`src/rtl/tre_pkg.sv`:
```
`timescale 1ns / 1ps

package tre_pkg;

  localparam int unsigned Letters = 26;

  typedef logic [4:0] letter_t;
  typedef letter_t wiring_t [Letters];

  // rotor positions of one stream
  typedef struct packed {
    letter_t slow;
    letter_t mid;
    letter_t fast;
  } pos_t;

  localparam logic [7:0] CharA = 8'h61;
  localparam logic [7:0] CharZ = 8'h7a;
  localparam logic [7:0] SepReset = 8'h20;

  // forward wirings of rotors I, II, III and reflector B
  localparam wiring_t RotorI = '{
    5'd4, 5'd10, 5'd12, 5'd5, 5'd11, 5'd6, 5'd3, 5'd16, 5'd21, 5'd25, 5'd13, 5'd19, 5'd14,
    5'd22, 5'd24, 5'd7, 5'd23, 5'd20, 5'd18, 5'd15, 5'd0, 5'd8, 5'd1, 5'd17, 5'd2, 5'd9};
  localparam wiring_t RotorII = '{
    5'd0, 5'd9, 5'd3, 5'd10, 5'd18, 5'd8, 5'd17, 5'd20, 5'd23, 5'd1, 5'd11, 5'd7, 5'd22,
    5'd19, 5'd12, 5'd2, 5'd16, 5'd6, 5'd25, 5'd13, 5'd15, 5'd24, 5'd5, 5'd21, 5'd14, 5'd4};
  localparam wiring_t RotorIII = '{
    5'd1, 5'd3, 5'd5, 5'd7, 5'd9, 5'd11, 5'd2, 5'd15, 5'd17, 5'd19, 5'd23, 5'd21, 5'd25,
    5'd13, 5'd24, 5'd4, 5'd8, 5'd22, 5'd6, 5'd0, 5'd10, 5'd12, 5'd20, 5'd18, 5'd16, 5'd14};
  localparam wiring_t ReflB = '{
    5'd24, 5'd17, 5'd20, 5'd7, 5'd16, 5'd18, 5'd11, 5'd3, 5'd15, 5'd23, 5'd13, 5'd6, 5'd14,
    5'd10, 5'd12, 5'd8, 5'd4, 5'd1, 5'd5, 5'd25, 5'd2, 5'd22, 5'd21, 5'd9, 5'd0, 5'd19};

  // inverse wirings, for the return path
  localparam wiring_t InvI = '{
    5'd20, 5'd22, 5'd24, 5'd6, 5'd0, 5'd3, 5'd5, 5'd15, 5'd21, 5'd25, 5'd1, 5'd4, 5'd2,
    5'd10, 5'd12, 5'd19, 5'd7, 5'd23, 5'd18, 5'd11, 5'd17, 5'd8, 5'd13, 5'd16, 5'd14, 5'd9};
  localparam wiring_t InvII = '{
    5'd0, 5'd9, 5'd15, 5'd2, 5'd25, 5'd22, 5'd17, 5'd11, 5'd5, 5'd1, 5'd3, 5'd10, 5'd14,
    5'd19, 5'd24, 5'd20, 5'd16, 5'd6, 5'd4, 5'd13, 5'd7, 5'd23, 5'd12, 5'd8, 5'd21, 5'd18};
  localparam wiring_t InvIII = '{
    5'd19, 5'd0, 5'd6, 5'd1, 5'd15, 5'd2, 5'd18, 5'd3, 5'd16, 5'd4, 5'd20, 5'd5, 5'd21,
    5'd13, 5'd25, 5'd7, 5'd24, 5'd8, 5'd23, 5'd9, 5'd22, 5'd11, 5'd17, 5'd10, 5'd14, 5'd12};

  function automatic letter_t wire_lookup(input wiring_t tab, input letter_t idx);
    letter_t res;
    res = '0;
    if (idx < letter_t'(Letters)) begin
      res = tab[idx];
    end
    return res;
  endfunction

  // (a + b - c) mod 26, all operands already below 26
  function automatic letter_t mod_mix(input letter_t a, input letter_t b, input letter_t c);
    logic [5:0] s;
    s = {1'b0, a} + {1'b0, b};
    if (s >= 6'(Letters)) begin
      s = s - 6'(Letters);
    end
    if (s < {1'b0, c}) begin
      s = s + 6'(Letters);
    end
    s = s - {1'b0, c};
    return s[4:0];
  endfunction

endpackage

```
`src/rtl/tre_scrambler.sv`:
```
`timescale 1ns / 1ps

module tre_scrambler import tre_pkg::*; (
  input  pos_t    pos_i,
  input  letter_t letter_i,
  output letter_t letter_o
);

  letter_t f1, f2, f3, rf, b3, b2, b1;

  // forward through I, II, III, then reflector
  assign f1 = wire_lookup(RotorI, mod_mix(letter_i, pos_i.fast, '0));
  assign f2 = wire_lookup(RotorII, mod_mix(f1, pos_i.mid, pos_i.fast));
  assign f3 = wire_lookup(RotorIII, mod_mix(f2, pos_i.slow, pos_i.mid));
  assign rf = wire_lookup(ReflB, mod_mix(f3, '0, pos_i.slow));

  // back through the inverse wirings
  assign b3 = wire_lookup(InvIII, mod_mix(rf, pos_i.slow, '0));
  assign b2 = wire_lookup(InvII, mod_mix(b3, pos_i.mid, pos_i.slow));
  assign b1 = wire_lookup(InvI, mod_mix(b2, pos_i.fast, pos_i.mid));

  assign letter_o = mod_mix(b1, '0, pos_i.fast);

endmodule

```
`src/rtl/three_rotor_enigma_cipher_core.sv`:
```
`timescale 1ns / 1ps

// channel  | direction | handshake                  | payload
// ---------+-----------+----------------------------+------------------------
// in       | input     | in_valid_i / in_stall_o    | req_type_i, char_in_i
// out      | output    | out_valid_o / out_stall_i  | char_out_o
// config   | input     | separator_we_i             | separator_wdata_i
//
// one item per cycle sustained while the output does not stall; each item
// passes two registers: the rotor step at the input register, the scrambler
// chain before the result register. reset clears both position sets to zero
// and the separator to space. a stalled output holds its item; the input stage
// keeps accepting as long as the result register can move on.

module three_rotor_enigma_cipher_core import tre_pkg::*; (
  input  logic       clk_i,
  input  logic       rst_ni,
  input  logic       separator_we_i,
  input  logic [7:0] separator_wdata_i,
  input  logic       in_valid_i,
  output logic       in_stall_o,
  input  logic       req_type_i,
  input  logic [7:0] char_in_i,
  output logic       out_valid_o,
  input  logic       out_stall_i,
  output logic [7:0] char_out_o
);

  logic [7:0] sep_q;

  // position sets, index 0 encrypt, 1 decrypt
  pos_t pos_q [2];
  pos_t pos_cur, pos_step;

  // stage 1: stepped positions and letter index
  logic    s1_valid_q;
  logic    s1_pass_q;
  logic [7:0] s1_char_q;
  letter_t s1_letter_q;
  pos_t    s1_pos_q;

  // result register
  logic       out_valid_q;
  logic [7:0] out_char_q;

  logic in_acc, s1_adv, out_free, is_sep;
  letter_t in_letter, scr_letter;

  assign out_free   = !out_valid_q || !out_stall_i;
  assign s1_adv     = s1_valid_q && out_free;
  assign in_stall_o = s1_valid_q && !out_free;
  assign in_acc     = in_valid_i && !in_stall_o;

  assign is_sep  = (char_in_i == sep_q);
  assign pos_cur = pos_q[req_type_i];

  // anything outside a to z counts as z
  assign in_letter = (char_in_i >= CharA && char_in_i <= CharZ) ?
                     letter_t'(char_in_i - CharA) : letter_t'(Letters - 1);

  // odometer step, no notches
  always_comb begin
    pos_step = pos_cur;
    if (pos_cur.fast == letter_t'(Letters - 1)) begin
      pos_step.fast = '0;
      if (pos_cur.mid == letter_t'(Letters - 1)) begin
        pos_step.mid  = '0;
        pos_step.slow = (pos_cur.slow == letter_t'(Letters - 1)) ? '0 : pos_cur.slow + 5'd1;
      end else begin
        pos_step.mid = pos_cur.mid + 5'd1;
      end
    end else begin
      pos_step.fast = pos_cur.fast + 5'd1;
    end
  end

  always_ff @(posedge clk_i or negedge rst_ni) begin
    if (!rst_ni) begin
      sep_q       <= SepReset;
      pos_q[0]    <= '0;
      pos_q[1]    <= '0;
      s1_valid_q  <= 1'b0;
      out_valid_q <= 1'b0;
    end else begin
      if (separator_we_i) begin
        sep_q <= separator_wdata_i;
      end
      // separator bytes leave the positions alone
      if (in_acc && !is_sep) begin
        pos_q[req_type_i] <= pos_step;
      end
      if (in_acc) begin
        s1_valid_q <= 1'b1;
      end else if (s1_adv) begin
        s1_valid_q <= 1'b0;
      end
      if (s1_adv) begin
        out_valid_q <= 1'b1;
      end else if (!out_stall_i) begin
        out_valid_q <= 1'b0;
      end
    end
  end

  always_ff @(posedge clk_i) begin
    if (in_acc) begin
      s1_pass_q   <= is_sep;
      s1_char_q   <= char_in_i;
      s1_letter_q <= in_letter;
      s1_pos_q    <= pos_step;
    end
    if (s1_adv) begin
      out_char_q <= s1_pass_q ? s1_char_q : CharA + {3'b000, scr_letter};
    end
  end

  tre_scrambler u_scrambler (
    .pos_i    (s1_pos_q),
    .letter_i (s1_letter_q),
    .letter_o (scr_letter)
  );

  assign out_valid_o = out_valid_q;
  assign char_out_o  = out_char_q;

endmodule

```
`config.mk`:
```
export PLATFORM = sky130hd
export DESIGN_NAME = three_rotor_enigma_cipher_core
export DESIGN_NICKNAME = d
export VERILOG_FILES = /design/src/rtl/tre_pkg.sv /design/src/rtl/tre_scrambler.sv /design/src/rtl/three_rotor_enigma_cipher_core.sv
export SDC_FILE = /design/constraint.sdc
export NUM_CORES = 1
export LEC_CHECK = 0
export BUFFER_PORTS_ARGS = -buffer_cell sky130_fd_sc_hd__buf_2
export CAP_MARGIN = 20
export CORE_MARGIN = 3
export CORE_UTILIZATION = 35
export DETAILED_ROUTE_END_ITERATION = 10
export GPL_ROUTABILITY_DRIVEN = 0
export HOLD_SLACK_MARGIN = 0.05
export PLACE_DENSITY_LB_ADDON = 0.3
export SETUP_SLACK_MARGIN = 0.5
export SYNTH_ARGS = -nofsm -noshare
export SYNTH_HDL_FRONTEND = slang
export SYNTH_SLANG_ARGS = --single-unit
```
`constraint.sdc`:
```
create_clock -name clk_i -period 50.8 [get_ports clk_i]
set_input_delay 2.54 -clock clk_i [delete_from_list [all_inputs] [get_ports clk_i]]
set_output_delay 2.54 -clock clk_i [all_outputs]
set_load 0.02 [all_outputs]
```
# [Word-level counts from Yosys, hierarchy flattened]
# Memories as Yosys holds them, arrays and structs flattened.
# Index checks and enable logic that the tools add are counted.
[classes] order_cmp=34 muxes=53 n_bitwise=8 eq_ne=5 add_sub_neg=33 n_reduce_logical=13
[op_table] op="2-to-1 mux 5 bit" count=33
[op_table] op="2-to-1 mux 15 bit" count=4
[op_table] op="2-to-1 mux 6 bit" count=8
[op_table] op="greater-or-equal comparator 6 bit (second input constant)" count=7
[op_table] op="NOT 5 -> 6 bit" count=7
[op_table] op="adder 5 bit (second input constant)" count=8
[op_table] op="adder 5 x 5 -> 6 bit" count=6
[op_table] op="greater-or-equal comparator 6 x 5 -> 1 bit (second input constant)" count=6
[op_table] op="less-than comparator 6 x 5 -> 1 bit" count=6
[op_table] op="subtractor 6 x 5 -> 6 bit (second input constant)" count=6
[op_table] op="less-than comparator 5 bit (second input constant)" count=7
[op_table] op="bitwise mux 30 bit" count=1
[op_table] op="subtractor 5 bit" count=6
[op_table] op="adder 5 x 1 -> 5 bit (second input constant)" count=3
[op_table] op="demux 15 bit (select 1 bit)" count=1
[op_table] op="equality test 5 bit (second input constant)" count=3
[op_table] op="less-than comparator 6 x 1 -> 1 bit (second input constant)" count=2
[op_table] op="subtractor 5 x 5 -> 6 bit (second input constant)" count=2
[op_table] op="greater-or-equal comparator 5 bit (second input constant)" count=2
[op_table] op="2-to-1 mux 10 bit" count=1
[op_table] op="adder 7 x 5 -> 8 bit (first input constant)" count=1
[op_table] op="equality test 8 bit" count=1
[op_table] op="greater-or-equal comparator 8 x 7 -> 1 bit (second input constant)" count=1
[op_table] op="<= comparator 8 x 7 -> 1 bit (second input constant)" count=1
[op_table] op="11 further kinds" count=23
[totals] regBits=77 memories=7 wordCells=169 mem_bits_ro=1120
[memory_table] memory="(no name shown)" depth=32 width=5 rd=1 rd_ports_with_merged_regs=0 write_ports=0 line="tre_pkg.sv:50" rtl="res = tab[idx];"
[memory_table] memory="(no name shown)" depth=32 width=5 rd=1 rd_ports_with_merged_regs=0 write_ports=0 line="tre_pkg.sv:50"
[memory_table] memory="(no name shown)" depth=32 width=5 rd=1 rd_ports_with_merged_regs=0 write_ports=0 line="tre_pkg.sv:50"
[memory_table] memory="(no name shown)" depth=32 width=5 rd=1 rd_ports_with_merged_regs=0 write_ports=0 line="tre_pkg.sv:50"
[memory_table] memory="(no name shown)" depth=32 width=5 rd=1 rd_ports_with_merged_regs=0 write_ports=0 line="tre_pkg.sv:50"
[memory_table] memory="(no name shown)" depth=32 width=5 rd=1 rd_ports_with_merged_regs=0 write_ports=0 line="tre_pkg.sv:50"
[memory_table] memory="1 more memories"

# [Longest topological paths before layout]
[depth] word_depth=81 mapped_depth=157

# [Modules after synthesis]
# A second synthesis with hierarchy kept.
[unflattened] cells_unflattened=1033 area_unflattened_um2=9534.1
[modules_own_cells] mod="tre_scrambler" area_per_inst_um2=5728.0 cells_per_inst=756 n_inst=1 seq_area_each_um2=0.0
[modules_own_cells] mod="three_rotor_enigma_cipher_core" area_per_inst_um2=3806.2 cells_per_inst=277 n_inst=1 seq_area_each_um2=2113.3

# [Least setup slack after synthesis]
# Ideal clock, no wire load.
[synth_path] path_kind="register to register" from="register s1_pos_q[0] (netlist bit)" to="register out_char_q[4], in the netlist char_out_o[4] (data pin)" period_less_slack_ps=31562 arrival_ps=31302 path_stages_with_launch=153 required_ps=50540 path_slack_ps=19238 path_cell_list="edfxtp_1 -> ha_1 -> fa_1 -> a21o_1 -> a21oi_1 -> xnor2_1 -> inv_1 -> o21ai_1 -> nor2b_1 -> xor2_1 -> clkbuf_1 -> xnor2_1 -> a22o_1 -> o21ai_0 -> ha_1 -> fa_1 -> a21o_1 -> a21oi_1 -> [... 117 more ...] -> nor3_1 -> o41ai_1 -> nand3_1 -> o21ai_0 -> ha_1 -> nor2b_1 -> o21ai_0 -> nand2b_1 -> a21o_1 -> xnor2_1 -> ha_1 -> a21o_1 -> a21oi_1 -> xor2_1 -> inv_1 -> nand3_1 -> xnor3_1 -> mux2_2"
[synth_via] elab_chain_cells=81 elab_cells_between_ends=104 classes_between="add/sub: 29; order compare: 23; mux: 38; bitwise: 7; memory: 7"
[synth_lines] element="from (decl)" line="three_rotor_enigma_cipher_core.sv:40" rtl="pos_t s1_pos_q;"
[synth_lines] element="from (signal assigned)" line="three_rotor_enigma_cipher_core.sv:110" rtl="s1_pos_q <= pos_step;"
[synth_lines] element="adder 5 x 5 -> 6 bit" line="tre_pkg.sv:58" rtl="s = {1'b0, a} + {1'b0, b};"
[synth_lines] element="subtractor 6 x 5 -> 6 bit or greater-or-equal comparator 6 x 5 -> 1 bit (tied branches)" line="tre_pkg.sv:60, tre_pkg.sv:59"
[synth_lines] element="2-to-1 mux 6 bit" line="tre_pkg.sv:59" rtl="if (s >= 6'(Letters)) begin"
[synth_lines] element="adder 5 bit or less-than comparator 6 x 1 -> 1 bit (tied branches)" line="tre_pkg.sv:63, tre_pkg.sv:62"
[synth_lines] element="2-to-1 mux 5 bit" line="tre_pkg.sv:62" rtl="if (s < {1'b0, c}) begin"
[synth_lines] element="NOT 5 -> 6 bit (implied by the code)" line="tre_pkg.sv:50"
[synth_lines] element="memory read (32 x 5 bit)"
[synth_lines] element="2-to-1 mux 5 bit (implied by the code) (2 in series)" line="tre_pkg.sv:50"
[synth_lines] element="[... 64 more ...]"
[synth_lines] element="2-to-1 mux 5 bit" line="tre_pkg.sv:49" rtl="if (idx < letter_t'(Letters)) begin"
[synth_lines] element="subtractor 5 x 5 -> 6 bit or greater-or-equal comparator 5 bit (tied branches)" line="tre_pkg.sv:60, tre_pkg.sv:59"
[synth_lines] element="2-to-1 mux 6 bit" line="tre_pkg.sv:59"
[synth_lines] element="adder 5 bit or less-than comparator 6 x 5 -> 1 bit (tied branches)" line="tre_pkg.sv:63, tre_pkg.sv:62"
[synth_lines] element="2-to-1 mux 5 bit" line="tre_pkg.sv:62"
[synth_lines] element="subtractor 5 bit *" line="tre_pkg.sv:65" rtl="s = s - {1'b0, c};"
[synth_lines] element="adder 7 x 5 -> 8 bit *" line="three_rotor_enigma_cipher_core.sv:113" rtl="out_char_q <= s1_pass_q ? s1_char_q : CharA + {3'b000, scr_letter};"
[synth_lines] element="2-to-1 mux 8 bit *" line="three_rotor_enigma_cipher_core.sv:113"
[synth_lines] element="to (signal assigned)" line="three_rotor_enigma_cipher_core.sv:113"
[synth_lines] element="to (decl)" line="three_rotor_enigma_cipher_core.sv:44" rtl="logic [7:0] out_char_q;"
# Every way passes the cells marked *; elsewhere a longest branch is shown, timed or not. The select of a mux whose other input is x is not followed.
# A chain may end at the register's enable or synchronous reset.

# [Worst setup path in the final report]
# Same ends and word-level chain as after synthesis.

==> impl_metrics.json <==
{
  "syn-cell-area_um2": 9460,
  "initial_utilization_pct": 36.0,
  "track_usage_pct": 13.8,
  "maxCapViolations": 0,
  "die_h_um": 170,
  "finalSetupViolCount": 0,
  "h-tree-depth": 3,
  "numPortBuffers": 31,
  "grt_pass1_wl_mm": 33.8,
  "overflow": 0,
  "cp_slowest_cell": "mux2i_1",
  "critPathLaunchType": "flop",
  "wl_per_cell_um": 13.9,
  "cts_made_buffers": 9,
  "layout.nets": 1254,
  "ctsHoldBuffers": 0,
  "via_per_inst": 5.27,
  "critical_path_buf_inv_count": 5,
  "cp_max_fo": 14,
  "clkTransAtPathRegs_ns": 0.06,
  "std_cell_rows": 59,
  "dp_hpwl_mm": 15.6,
  "drc": 0,
  "via_count": 7514,
  "grt_pass1_vias": 7061,
  "slew-limit-headroom_pct": 31.5,
  "cts_resized": 0,
  "r2r_slack_ns": 15.51,
  "n_fill_cell": 2640,
  "worst_path_most_repeated_cell": "xnor2_1",
  "hold_end": "out_valid_o",
  "drt-initial-drc-count": 380,
  "drive_above_1_share_pct": 11.7,
  "slew_viol_final": 0,
  "ys.flop_type": "dfrtp_1",
  "whs_path_depth": 1,
  "tightest_slew_ns": 1.02,
  "cts_tree": "done",
  "seq_area_um2": 2110,
  "syn-num-nets": 1229,
  "crit_type": "reg2reg",
  "yosysSeqAreaShare_pct": 22.3,
  "finalCritPeriodShare_pct": 69.5,
  "synth_edf_count": 37,
  "io_pins": 32,
  "hold_class": "reg2reg",
  "area_growth_pct": 8.72,
  "cts-root-buf": "clkbuf_16",
  "synthTopCellsByCount": "ha_1 (134), inv_1 (81), nand2_1 (75)",
  "r2r_cells": 143,
  "period_needed_ns": 35.29,
  "antenna_cells": 0,
  "syn_avg_cell_area_um2": 8.92,
  "core_area_um2": 26300,
  "routed_wl_mm": 19.7,
  "crit_arrival_ns": 35.38,
  "critPathTopFamily": "compound AO/OA/AOI/OAI gates",
  "outcome": "finished, final reports clean",
  "clock_path_buffers": 2,
  "cp_slowest_stage_delay_ns": 0.82,
  "ys_ff_latch": 77,
  "dieArea_um2": 29000,
  "synth_top_area_share_pct": 17.7,
  "synthArstFlopShare_pct": 51.9,
  "worstReg2RegEnd": "char_out_o[4]",
  "synth_cell_types": 76,
  "rsz0062_at_grt": "false",
  "antenna_found_initial": 0,
  "die-width_um": 170,
  "grt_max_degree": 41,
  "totalNegativeSetupSlack_ns": 0,
  "cts_setup_buffers": 0,
  "worstPathRequired_ns": 50.89,
  "rr_startpoint": "s1_pos_q[0]",
  "cts.sinks": 77,
  "firstDrtPassIters": 5,
  "hold_start": "s1_valid_q",
  "synth_area_leader_cell": "ha_1",
  "multiInputGateArea_um2": 6940,
  "ant_nets": 0,
  "postSynthCellCount": 1060,
  "hold_viol": 0,
  "yosys-top-cells-area": "ha_1 (18%), edfxtp_1 (12%), dfrtp_1 (10%)",
  "clkLatencyLatePin_ns": 0.34,
  "synth_warnings": 0,
  "finalClockSkew_ns": 0.00777,
  "synth.most_common_cell": "ha_1",
  "max_freq_ghz": 0.0283,
  "end_kind": "flop"
}
-- worst reg2reg max path, delay by kind of cell (launching register included) --
kind,cells,cell delay (ns)
and+or+nand+nor,26,4.34
adders and majority gates,21,6.89
DFF,1,0.50
muxes,5,2.28
buffers and inverters,5,0.69
AOI/OAI and AO/OA,62,13.37
xor gates and xnor gates,24,6.96
-- metal layers --
metal / global-route usage [%] / vias up / wire length (um)
met1: 19.5 / 3487 / 9870
met5: 0 / - / 0
li1: - / 3933 / -
met2: 22.9 / 83 / 9270
met4: 2.54 / 0 / 153
met3: 1.53 / 11 / 458
-- cell usage in the layout (no fill, tap or decap), drive strengths merged, types with 29 or more instances in the layout --
cell type / n
edfxtp: 37
buf: 39
a21oi: 68
o21ai: 61
ha: 134
mux2: 50
nand2: 75
inv: 83
dfrtp: 39
mux2i: 29
xnor2: 65
nor2: 67
a21o: 42
-- cells by family after synthesis --
group	Yosys count	synth area share [%]
adder cells (fa/ha/maj)	148	20.6
flip-flops	77	22.3
AO/OA/AOI/OAI	300	21.3
multiplexers	82	9.73
XOR/XNOR	90	8.70
AND/OR/NAND/NOR	257	13.0
buffers and inverters	106	4.38
-- worst max path at each step --
stage / from / end / slack [ns] / cells past startpoint
floorplan: s1_pos_q[0] / char_out_o[4] / 19.24 / 152
global placement: s1_pos_q[0] / char_out_o[4] / 15.37 / 140
detailed placement: s1_pos_q[0] / char_out_o[4] / 14.83 / 142
CTS: s1_pos_q[0] / char_out_o[4] / 14.74 / 142
global route: s1_pos_q[0] / char_out_o[4] / 12.15 / 143
finish: s1_pos_q[0] / char_out_o[4] / 15.51 / 143
-- area by class of cell --
cell class | count | share of cell area, %
inverters | 81 | 2.96
clock inverters | 7 | 0.706
clock buffers | 9 | 2.19
flip-flops and latches | 77 | 20.5
repair buffers | 39 | 2.07
multi-input cells | 877 | 67.5
well taps | 335 | 4.08
-- through the flow --
| stage | std cells | area (um^2) | utilization [%] | setup WS (ns) | hold slack (ns) |
|---|---|---|---|---|---|
| 6_report | 1425 | 10300 | 39.1 | 15.51 | 0.480 |
| 5_1_grt | 1425 | 10300 | 39.1 | 12.15 | 0.507 |
| 4_1_cts | 1422 | 10300 | 39.1 | 14.74 | 0.482 |
| 3_5_place_dp | 1406 | 9970 | 37.9 | 14.83 | 0.470 |
| 3_3_place_gp | 1406 | 9970 | 37.9 | 15.37 | 0.455 |
| 2_1_floorplan | 1060 | 9460 | - | 19.24 | 0.443 |
-- state kept, by name, indices dropped and copies added (netlist names) --
signal / count
s1_valid_q: 1
s1_pos_q: 15
pos_q: 30
char_out_o: 8
sep_q: 8
s1_char_q: 8
s1_pass_q: 1
s1_letter_q: 5
out_valid_o: 1
Power is not shown: default switching activity piles up to over one toggle a cycle in this logic, so the estimate is an artifact.
